<file path="src/rtl/fvn_pkg.sv">
// ============================================================================
// Fractal value noise package
// Shared widths, hash constants, register indexes and small helper functions
// for the fractal value noise block.
// ============================================================================
package fvn_pkg;

  localparam int MUL_W     = 34;
  localparam int PROD_W    = 64;
  localparam int QUO_W     = 16;
  localparam int AMP_W     = 17;
  localparam int CFG_IDX_W = 3;

  typedef logic signed [MUL_W-1:0] mul_op_t;
  typedef logic [PROD_W-1:0]       prod_t;

  typedef struct packed {
    logic busy;
    logic done;
  } div_stat_t;

  typedef enum logic [CFG_IDX_W-1:0] {
    CFG_SEED       = 3'd0,
    CFG_OCTAVES    = 3'd1,
    CFG_BASE_FREQ  = 3'd2,
    CFG_LACUNARITY = 3'd3,
    CFG_GAIN       = 3'd4
  } cfg_reg_t;

  localparam logic [31:0] HASH_MUL_SQ  = 32'd15731;
  localparam logic [31:0] HASH_ADD1    = 32'd789221;
  localparam logic [31:0] HASH_ADD2    = 32'd1376312589;
  localparam logic [31:0] HASH_MASK    = 32'h7fff_ffff;
  localparam logic [31:0] LATTICE_BIAS = 32'h4000_0000;
  localparam logic [31:0] Y_STRIDE     = 32'd57;
  localparam logic [31:0] SEED_STEP131 = 32'd131000;
  localparam logic [17:0] SMOOTH_T3    = 18'd196608;
  localparam logic [AMP_W-1:0] AMP_ONE = 17'd65536;
  localparam logic [15:0] OUT_MAX      = 16'd16384;

  function automatic logic [31:0] hash_mix(input logic [31:0] h);
    return h ^ {h[18:0], 13'b0};
  endfunction

  function automatic logic [31:0] mul57(input logic [31:0] v);
    return {v[25:0], 6'b0} - {v[28:0], 3'b0} + v;
  endfunction

  function automatic logic [31:0] mul131(input logic [31:0] v);
    return {v[24:0], 7'b0} + {v[30:0], 1'b0} + v;
  endfunction

endpackage

</file>
<file path="src/rtl/fvn_mul.sv">
// ============================================================================
// Shared multiplier
// Signed multiplier with a registered product, time-shared by the sequencer
// for scaling, hashing, smoothstep, interpolation and weighting.
// ============================================================================
module fvn_mul (
  input  logic            clk,
  input  fvn_pkg::mul_op_t a,
  input  fvn_pkg::mul_op_t b,
  output fvn_pkg::prod_t   prod
);
  import fvn_pkg::*;

  logic signed [2*MUL_W-1:0] full;

  assign full = a * b;

  always_ff @(posedge clk) begin
    prod <= full[PROD_W-1:0];
  end

endmodule

</file>
<file path="config.mk">
export PLATFORM = sky130hd
export DESIGN_NAME = fvn_mul
export DESIGN_NICKNAME = d
export VERILOG_FILES = /design/src/rtl/fvn_pkg.sv /design/src/rtl/fvn_mul.sv
export SDC_FILE = /design/constraint.sdc
export NUM_CORES = 2
export LEC_CHECK = 0
export BUFFER_PORTS_ARGS = -buffer_cell sky130_fd_sc_hd__buf_4
export CAP_MARGIN = 20
export CELL_PAD_IN_SITES_DETAIL_PLACEMENT = 1
export CELL_PAD_IN_SITES_GLOBAL_PLACEMENT = 1
export CORE_MARGIN = 3
export CORE_UTILIZATION = 45
export CTS_CLUSTER_DIAMETER = 60
export CTS_CLUSTER_SIZE = 30
export DETAILED_ROUTE_END_ITERATION = 8
export PLACE_DENSITY_LB_ADDON = 0.1
export SYNTH_ARGS = -nofsm -noshare
export SYNTH_HDL_FRONTEND = slang
export SYNTH_SLANG_ARGS = --single-unit
</file>
<file path="constraint.sdc">
create_clock -name clk -period 12 [get_ports clk]
set_input_delay 0.6 -clock clk [delete_from_list [all_inputs] [get_ports clk]]
set_output_delay 0.6 -clock clk [all_outputs]
set_load 0.02 [all_outputs]
</file>
# Yosys cells after proc, flatten, opt, wreduce, memory -nomap -nowiden
# Cells that the tools add are included.
[word_totals]
ff_bits = 64
inputBits = 69
wordCells = 2
[op_classes]
multipliers = 1
[ops]
columns = ["operator", "count"]
rows = [
  ["34-bit by 34-bit multiplier with 64-bit output", 1],
]

# Logic depth before layout (Yosys ltp)
[depth]
word_depth = 1
ltp_mapped = 29

# Worst setup path before layout
# Ideal clock, no wire load.
[synth_timing]
path_type = "input to register"
start = "input a[33]"
end = "register prod[63]"
t_arrival_ps = 7381
required_ps = 11877
setup_slack_ps = 4497
path_stages = 26
path_buffers = 2
cell_sequence = "buf_1 > nand2_1 > inv_1 > fa_1 > fa_1 > fa_1 > inv_1 > fa_1 > inv_1 > fa_1 > fa_1 > fa_1 > inv_1 > fa_1 > inv_1 > ha_1 > clkbuf_1 > a21o_1 > a21o_1 > a21oi_1 > o21bai_1 > a211oi_1 > o21bai_1 > o21bai_1 > a41oi_1 > xnor2_1"
[synth_via]
elab_chain_len = 1
[synth_rtl]
columns = ["element", "line_no", "rtl"]
rows = [
  ["from (decl)", "fvn_mul.sv:8", "input fvn_pkg::mul_op_t a,"],
  ["34-bit by 34-bit multiplier with 64-bit output", "fvn_mul.sv:16", "assign full = a * b;"],
  ["named net full[63]", "fvn_mul.sv:14", "logic signed [2*MUL_W-1:0] full;"],
  ["to (signal assigned)", "fvn_mul.sv:19", "prod <= full[PROD_W-1:0];"],
  ["to (decl)", "fvn_mul.sv:10", "output fvn_pkg::prod_t prod"],
]
# The timed path passes the listed nets, and every way through them passes these cells.

# Final worst setup path
[layout_timing]
start = "input b[7]"
end = "register prod[62]"
[layout_via]
elab_chain_len = 1
[layout_rtl]
columns = ["element", "line_no", "rtl"]
rows = [
  ["from (decl)", "fvn_mul.sv:9", "input fvn_pkg::mul_op_t b,"],
  ["34-bit by 34-bit multiplier with 64-bit output", "fvn_mul.sv:16", ""],
  ["named net full[62]", "fvn_mul.sv:14", ""],
]
# The timed path passes the listed nets, and every way through them passes these cells.

==> results.ini <==
[global_route]
grt_max_degree = 36
grt.overflow.total = 0
antenna_found_initial = 4
grt_pass1_wl_mm = 198
track_usage_pct = 27.5
grt_pass1_vias = 33800

[final_layout]
fin_area_mm2 = 0.0433
max_flop_register = prod
layout-drive-gt1-share_pct = 3.74
finalNetCount = 5788
reg.largest.list = prod x64
regArea_mm2 = 0.00128
area_growth_pct = 4.64
largest_register_ff_count = 64
antenna_cells = 0
fillers = 10400
multi_input_area_mm2 = 0.0349

[timing]
tightest_slew_ps = 992
period_share_pct = 71.7
hold_ws_ps = 793
report.final.hold_viol_count = 0
tns_ps = 0
slew_headroom_pct = 33.8
report.final.slew_viol_count = 0
setup_ws_ps = 3400
setup_viol = 0
fmax_mhz = 116
grt_setup_unrepaired = no
period_minus_slack_ps = 8600

[cts]
cts_tree = done
cts_hold_buffers = 0
h-tree-depth = 3
post_cts_buffers = 0
clkSinkCount = 64
clockBufferDepth = 2
cts_resized = 0
cts_root_buf = clkbuf_16
clk_pin_slew_ps = 60
cts_buffers = 9

[floorplan]
fp.dieW_um = 309
die_area_mm2 = 0.0956
dieHeight_um = 309
fp-row-count = 110
core-area_mm2 = 0.0906
start_util_pct = 45.7
ios = 133

[logic_synthesis]
syn_avg_cell_area_um2 = 9.38
synth_cells = 4409
ys_seq_area_share_pct = 3.10
synth_warnings = 0
synth_seq_cells = 64
syn_area_mm2 = 0.0414
synth_top_area_share_pct = 57.7
synthFlopType = dfxtp_1
synth_most_common_cell = fa_1
ys_types = 54
synth_area_leader_cell = fa_1
ys_async_sr_fraction_pct = 0
synth_edf_count = 0
synth_commonest_cells = 1192 x fa_1, 1151 x inv_1, 596 x and2_1
syn_nets = 5869
synth.area.top_cells = fa_1 58%, inv_1 10%, and2_1 9.0%

[detailed_routing]
vias = 28600
wirelength_mm = 125
wire_per_inst_um = 22.7
first_pass_iters = 7
antenna_left = 0
drt_iter0_markers = 1217
via_per_inst = 5.20
drc = 0

[min_path]
hold_path.class = in -> reg

[critical_path]
required_ps = 12220
arrival_ps = 8820
critPathLaunchType = input port
cp_num_buf_inv = 6
path_class = in -> reg
critPathMaxFanout = 34
cp-end-kind = register
path_common_cell = fa_1
cp_cell_sequence = buf_4, nand2_1, inv_1, fa_1, fa_1, inv_1, fa_1, inv_1, fa_1, inv_1, fa_1, fa_1, fa_1, fa_1, inv_1, ha_1, a21o_1, a21o_1, a211oi_1, nand4b_1, a21oi_1, o41ai_2, xor2_1
worst_path_max_delay_cell = fa_1
crit_family = adder cells
cpPeakStageDelay_ps = 820

[placed_design]
hpwl_mm = 103
port_buffers = 132
gp_congestion = 0.890
placed_area_mm2 = 0.0430
place_ws_ps = 3100

[job]
cap_violations = 0

[outcome]
outcome = finished clean

[layout make-up]
cell class | count | area share (%)
clock buffers | 11 | 0.561
clock inverters | 4 | 0.127
inverters | 1151 | 9.98
multi-input cells | 2968 | 80.6
flip-flops and latches | 64 | 2.96
well taps | 1176 | 3.40
repair buffers | 134 | 2.32
[placed cells by master (no fill, tap or decap), types with 4 or more instances in the layout]
cell / count
o21bai_1: 11
nor3_1: 9
and3_1: 7
nand3_1: 26
o21ai_0: 34
a31oi_1: 5
xnor2_1: 58
o21a_1: 8
nor2b_1: 4
nand4_1: 7
a211oi_1: 9
nand2b_1: 12
xor2_1: 28
a21o_1: 25
and2_1: 596
dfxtp_1: 64
nor2_1: 55
fa_1: 1192
ha_1: 199
buf_4: 134
a21oi_1: 69
clkbuf_16: 9
inv_1: 1151
o211ai_1: 5
nand2_1: 573
[per-layer routing]
metal | vias to the layer above | track usage (%) | wire length, um
met5 | - | 0 | 13
met4 | 2 | 9.79 | 5490
met3 | 206 | 2.06 | 3010
met2 | 502 | 52.0 | 68400
met1 | 15700 | 32.8 | 48100
li1 | 12200 | - | -
[cell families after synthesis]
group           synth area share [%]
simple gates                    15.8
xor+xnor                        1.82
fa+ha+maj                       63.7
compound gates                  3.07
flops                           3.10
buf+inv                         12.5
[final timing paths]
check / slack, ps / depth (start not counted) / end / startpoint
max: 3400 / 23 / prod[62] / b[7]
min: 790 / 2 / prod[0] / b[0]
[through the flow]
stage,std cells,util (%)
2_1_floorplan,4409,-
3_3_place_gp,5493,47.5
3_5_place_dp,5493,47.5
4_1_cts,5508,47.8
5_1_grt,5508,47.8
6_report,5508,47.8
Power is not shown: default switching activity piles up to over one toggle a cycle in this logic, so the estimate is an artifact.
