$ cat src/rtl/fvn_pkg.sv
// ============================================================================
// Fractal value noise package
// Shared widths, hash constants, register indexes and small helper functions
// for the fractal value noise block.
// ============================================================================
package fvn_pkg;

  localparam int MUL_W     = 34;
  localparam int PROD_W    = 64;
  localparam int QUO_W     = 16;
  localparam int AMP_W     = 17;
  localparam int CFG_IDX_W = 3;

  typedef logic signed [MUL_W-1:0] mul_op_t;
  typedef logic [PROD_W-1:0]       prod_t;

  typedef struct packed {
    logic busy;
    logic done;
  } div_stat_t;

  typedef enum logic [CFG_IDX_W-1:0] {
    CFG_SEED       = 3'd0,
    CFG_OCTAVES    = 3'd1,
    CFG_BASE_FREQ  = 3'd2,
    CFG_LACUNARITY = 3'd3,
    CFG_GAIN       = 3'd4
  } cfg_reg_t;

  localparam logic [31:0] HASH_MUL_SQ  = 32'd15731;
  localparam logic [31:0] HASH_ADD1    = 32'd789221;
  localparam logic [31:0] HASH_ADD2    = 32'd1376312589;
  localparam logic [31:0] HASH_MASK    = 32'h7fff_ffff;
  localparam logic [31:0] LATTICE_BIAS = 32'h4000_0000;
  localparam logic [31:0] Y_STRIDE     = 32'd57;
  localparam logic [31:0] SEED_STEP131 = 32'd131000;
  localparam logic [17:0] SMOOTH_T3    = 18'd196608;
  localparam logic [AMP_W-1:0] AMP_ONE = 17'd65536;
  localparam logic [15:0] OUT_MAX      = 16'd16384;

  function automatic logic [31:0] hash_mix(input logic [31:0] h);
    return h ^ {h[18:0], 13'b0};
  endfunction

  function automatic logic [31:0] mul57(input logic [31:0] v);
    return {v[25:0], 6'b0} - {v[28:0], 3'b0} + v;
  endfunction

  function automatic logic [31:0] mul131(input logic [31:0] v);
    return {v[24:0], 7'b0} + {v[30:0], 1'b0} + v;
  endfunction

endpackage

$ cat src/rtl/fvn_div.sv
// ============================================================================
// Iterative divider
// Restoring divider that yields one quotient bit per cycle. The caller
// guarantees that the quotient fits in QUO_W bits.
// ============================================================================
module fvn_div #(
  parameter int NUM_W = 52,
  parameter int DEN_W = 37
) (
  input  logic                      clk,
  input  logic                      rst,
  input  logic                      start,
  input  logic [NUM_W-1:0]          num,
  input  logic [DEN_W-1:0]          den,
  output fvn_pkg::div_stat_t        stat,
  output logic [fvn_pkg::QUO_W-1:0] quo
);
  import fvn_pkg::*;

  localparam int SH_W  = DEN_W + QUO_W - 1;
  localparam int CMP_W = (NUM_W > SH_W) ? NUM_W : SH_W;
  localparam int CNT_W = $clog2(QUO_W);

  logic [NUM_W-1:0] rem;
  logic [SH_W-1:0]  dsh;
  logic [CNT_W-1:0] cnt;
  logic [CMP_W-1:0] rem_ext;
  logic [CMP_W-1:0] dsh_ext;
  logic             fits;

  assign rem_ext = CMP_W'(rem);
  assign dsh_ext = CMP_W'(dsh);
  assign fits    = rem_ext >= dsh_ext;

  always_ff @(posedge clk) begin
    if (rst) begin
      stat <= '0;
      cnt  <= '0;
    end else begin
      stat.done <= 1'b0;
      if (start) begin
        stat.busy <= 1'b1;
        cnt       <= CNT_W'(QUO_W - 1);
      end else if (stat.busy) begin
        if (cnt == '0) begin
          stat.busy <= 1'b0;
          stat.done <= 1'b1;
        end else begin
          cnt <= cnt - 1'b1;
        end
      end
    end
  end

  always_ff @(posedge clk) begin
    if (start) begin
      rem <= num;
      dsh <= {den, {(QUO_W-1){1'b0}}};
    end else if (stat.busy) begin
      if (fits) begin
        rem <= NUM_W'(rem_ext - dsh_ext);
      end
      quo <= {quo[QUO_W-2:0], fits};
      dsh <= dsh >> 1;
    end
  end

endmodule

$ cat config.mk
export PLATFORM = sky130hd
export DESIGN_NAME = fvn_div
export DESIGN_NICKNAME = d
export VERILOG_FILES = /design/src/rtl/fvn_pkg.sv /design/src/rtl/fvn_div.sv
export SDC_FILE = /design/constraint.sdc
export NUM_CORES = 1
export LEC_CHECK = 0
export BUFFER_PORTS_ARGS = -buffer_cell sky130_fd_sc_hd__buf_2
export CAP_MARGIN = 20
export CORE_MARGIN = 1.5
export CORE_UTILIZATION = 40
export CTS_CLUSTER_SIZE = 28
export DETAILED_ROUTE_END_ITERATION = 10
export GPL_TIMING_DRIVEN = 0
export HOLD_SLACK_MARGIN = 0.12
export PLACE_DENSITY = 0.59
export SYNTH_ARGS = -nofsm -noshare
export SYNTH_HDL_FRONTEND = slang
export SYNTH_SLANG_ARGS = --single-unit
export TNS_END_PERCENT = 20
$ cat constraint.sdc
create_clock -name clk -period 5.05 [get_ports clk]
set_input_delay 0.2525 -clock clk [delete_from_list [all_inputs] [get_ports clk]]
set_output_delay 0.2525 -clock clk [all_outputs]
set_load 0.005 [all_outputs]
; ---- Word-level counts from Yosys, hierarchy flattened
; Index checks and enable logic that the tools add are counted.
[totals]
ff_bits = 126
in_bits = 92
out_inout_bits = 18
elab_cells = 31
[classes]
addsub = 2
magnitude_cmp = 1
eq_ne = 1
n_mux = 11
bitwise = 2
n_reduce_logical = 7
[op_table]
columns = cell, count
row1 = $mux W52, 5
row2 = $ge A52 B52 Y1, 1
row3 = $sub A52 B52 Y52, 1
row4 = $mux W4, 3
row5 = $reduce_and A2 Y1, 3
row6 = $logic_not A4 Y1, 1
row7 = $mux W2, 2
row8 = $reduce_bool A2 Y1, 2
row9 = $sub A4 B1 Y4 const B, 1
row10 = $reduce_or A3 Y1, 1
row11 = $ne A2 B2 Y1 const B, 1
row12 = $not A1 Y1, 2
row13 = $mux W1, 1

; ---- Longest topological paths before layout
[depth]
ltp_word = 4
mapped_depth = 13
mapped_depth_nobuf = 13

; ---- Worst setup path before layout
; Ideal clock, no wire load.
[synth_timing]
kind = flip-flop to flip-flop
startpoint = register rem[15]
endpoint = register rem[0], enable pin
t_arrival_ns = 3.344
setup_slack_ns = 1.298
stages_incl_launch_ff = 12
period_less_slack_ns = 3.752
path_cell_list = edfxtp_1 ha_1 buf_2 nand4_2 nor2_2 nand3_2 or3_4 o221a_1 nor3_1 nor3b_1 o2bb2ai_1 a21o_1
[synth_via]
elab_chain_cells = 3
[synth_rtl]
columns = element, line
row1 = from (decl), fvn_div.sv:24  ; logic [NUM_W-1:0] rem;
row2 = from (signal assigned), fvn_div.sv:57  ; rem <= num;
row3 = from (signal assigned), fvn_div.sv:61  ; rem <= NUM_W'(rem_ext - dsh_ext);
row4 = $ge A52 B52 Y1, fvn_div.sv:33  ; assign fits = rem_ext >= dsh_ext;
row5 = named net fits, fvn_div.sv:29  ; logic fits;
row6 = $reduce_bool A2 Y1 (no line), --
row7 = $reduce_and A2 Y1 (no line), --
; The timed path passes the listed nets, and every way through them passes these cells.
; A chain may end at the register's enable or synchronous reset.

; ---- Worst setup path after layout
[layout_timing]
startpoint = register rem[0]
endpoint = register rem[21], enable pin
; The elaborated chain is that of the path after synthesis.

==> qor.txt <==
Synth Instances: 912
Inserted Diodes: 0
CTS Buf Count: 17
leading area contributor after synthesis: edfxtp_1
IO Port Bufs: 108
CTS tree: done
synthesized area: 0.00824 mm2
hold path depth: 3
R2R Setup Slk: 0.78 ns
Worst R2R End: rem[21]
Worst-Margin Slew: 0.924 ns
first-pass GRT wire length: 36.3 mm
Post-CTS Setup Inserts: 0
most frequent cell on the critical path: inv_1
Sink Count: 126
grt met2 use: 0.350
I/O pin count: 110
vias in the first global route: 7031
post-DP HPWL: 16.9 mm
footprint of the multi-input gates: 0.00422 mm2
Final Hold Vio Count: 0
Post-synth top flop: edfxtp_1
die height: 146 um
CTS max path bufs: 2
vias: 7245
wire per inst: 16.7 um
FILL cells: 1976
post-layout util: 0.503
Arr. time, crit path: 4.44 ns
Hold Startpoint: num[36]
family with the most delay on the worst path: compound AO/OA/AOI/OAI gates
syn_area_per_cell: 9.03 um2
WP buf/inv: 3
vias per cell: 5.28
Synth async-reset ratio: 0
grt ovf: 0
Relative slew margins: 0.384
Seq/Total Area, Yosys: 0.434
Hold Buf Count CTS: 49
Yosys cell types: 59
fmax: 0.234 GHz
full die area: 0.0215 mm2
initial antenna violation count: 0
fin cells: 1372
setup-violating endpoint count in the final report: 0
Ys Warns: 0
post-layout min period: 4.27 ns
critical path peak fanout: 32
status: finished, final reports clean
Root Driver: clkbuf_16
period utilisation layout: 0.846
Setup crit end kind: register
CP Cell Sequence: inv_1 > ha_1 > inv_1 > fa_1 > a211oi_1 > o21ai_0 > a41oi_1 > o221a_1 > nor3_1 > nor3b_1 > o2bb2ai_1 > a21o_2 > buf_12
pwr/cell area: 440 mW/mm2
DR iter-0 viols: 610
RSZ-0062 raised after global routing: no
GR Util met3: 0.0353
leakage power: 4.19 nW
layer with the highest usage: met2
GRT Resource Usage Total: 0.216
reg-to-reg startpoint: rem[0]
clk_skew: 0.0100 ns
Post-synth EDFFs: 105
placed cells: 1292
Critical Path Max Stage Delay: 0.56 ns
worst hold path class: input port to register
register area: 0.00357 mm2
CTS resizes: 0
CP startpoint kind: register
1st-pass router iterations: 5
proportion of layout cells with a drive suffix above 1: 0.141
syn nets: 1058
max-slew violation count: 0
Final nets: 1236
Hold Worst Slack: 0.125 ns
final RePlAce weighted congestion: 0.897
M1 GR Usage: 0.295
Skew-Pair Late Insertion Delay: 0.43 ns
Layout area overhead: 23.6%
Die Span X: 146 um
worst path required time: 5.22 ns
Peak VDD IR: 0.000216 V
clock transition at the registers of the reported paths: 0.06 ns
largest net degree at the start of global routing: 38
FP Rows: 52
Slowest cell on crit path: a41oi_1
Total Wirelength: 22.9 mm
H-tree level count: 4
DRT antenna net count: 0
setup TNS: 0 ns
Remaining DRCs: 0
Yosys top cell area share: 0.383
Cell Area, Placed: 0.00915 mm2
Initial Util: 0.407
Setup Crit Path Kind: register to register
Non-Filler Cell Area, Final: 0.0102 mm2
synthesized flop and latch total: 126
Max Cap Viol: 0
Worst R2R Path Depth: 13
Hold EP: rem[36]
Synth area leaders: edfxtp_1, ha_1, nand2_1
CORE AREA: 0.0202 mm2
Yosys cell counts, types with 4 or more instances:
cell type	number
a22o_1	16
and3_1	7
nand2_1	142
nor4_1	6
xor2_1	15
o211ai_1	7
o31ai_1	4
a31oi_1	4
a21o_1	26
nor3_1	8
edfxtp_1	105
nor2_1	43
xnor2_1	28
nor2b_1	5
a211oi_1	5
nand2b_1	4
dfxtp_1	21
o21a_1	10
nand4_1	13
a21oi_1	72
mux2i_1	16
inv_1	73
clkbuf_1	41
and2_1	6
o21ai_0	92
o22ai_1	4
ha_1	53
nand3_1	18
o21bai_1	13
or2_2	8
final cells by class:
class,count,share of cell area
Buffer,44,0.0165
Clock inverter,8,0.00909
Clock buffer,23,0.0440
Sequential cell,126,0.351
Inverter,73,0.0269
Timing Repair Buffer,159,0.105
Tap cell,270,0.0332
Multi-Input combinational cell,669,0.415
worst max path at each step:
| stage | from | to | slack, ns | cells past startpoint |
|---|---|---|---|---|
| 2_1_floorplan | rem[15] | rem[0] | 1.30 | 11 |
| 3_3_place_gp | dsh[15] | rem[15] | -0.11 | 12 |
| 3_5_place_dp | rem[0] | rem[15] | 0.81 | 13 |
| 4_1_cts | rem[0] | rem[21] | 0.80 | 13 |
| 5_1_grt | rem[0] | rem[16] | 0.63 | 13 |
| 6_report | rem[0] | rem[21] | 0.78 | 13 |
registers in the layout, summed over array words and instances, names as in the netlist:
register	count
cnt	4
rem	52
stat	2
quo	16
dsh	52
worst reg2reg max path: stages (launching register included):
cell,delay [ns]
edfxtp_1,0.35
inv_1,0.06
ha_1,0.16
inv_1,0.05
fa_1,0.42
a211oi_1,0.25
o21ai_0,0.17
a41oi_1,0.56
o221a_1,0.41
nor3_1,0.09
nor3b_1,0.46
o2bb2ai_1,0.26
a21o_2,0.47
buf_12,0.27
cells by family (layout without fill, tap and decap cells):
logic type	after synthesis	count (layout)	share of synthesized area
buf+inv	117	307	0.0536
xor+xnor	43	43	0.0457
flops	126	126	0.434
compound gates	279	279	0.209
fa+ha+maj	54	54	0.0829
mux	18	18	0.0222
simple gates	275	275	0.152
where the power goes:
| group | leakage (nW) | internal, mW | switching [mW] |
|---|---|---|---|
| sequential | 1.23 | 1.35 | 0.0636 |
| combinational | 2.70 | 0.753 | 1.13 |
| clock | 0.265 | 0.718 | 0.465 |
per-stage QoR:
step / setup WS [ns] / power [mW]
final: 0.778 / 4.48
after global routing: 0.629 / 4.77
after CTS: 0.799 / 4.48
after detailed placement: 0.809 / 3.26
after global placement: -0.106 / 3.24
after floorplan: 1.30 / 2.79
metal layers:
metal / up-vias / wire length (um)
met1: 3378 / 11000
met4: 0 / 421
met2: 196 / 10400
met5: - / 0
li1: 3642 / -
met3: 29 / 1070
cell usage in the layout, fill, tap and decap left out, drive strengths merged, types with 16 or more instances in the layout:
master and count:
a21o 26, a21oi 72, a22o 16, buf 113
clkbuf 64, dfxtp 21, dlygate4sd3 49, edfxtp 105
ha 53, inv 73, mux2i 16, nand2 142
nand3 19, nor2 44, o21ai 93, xnor2 28
(Power assumes the default switching activity.)
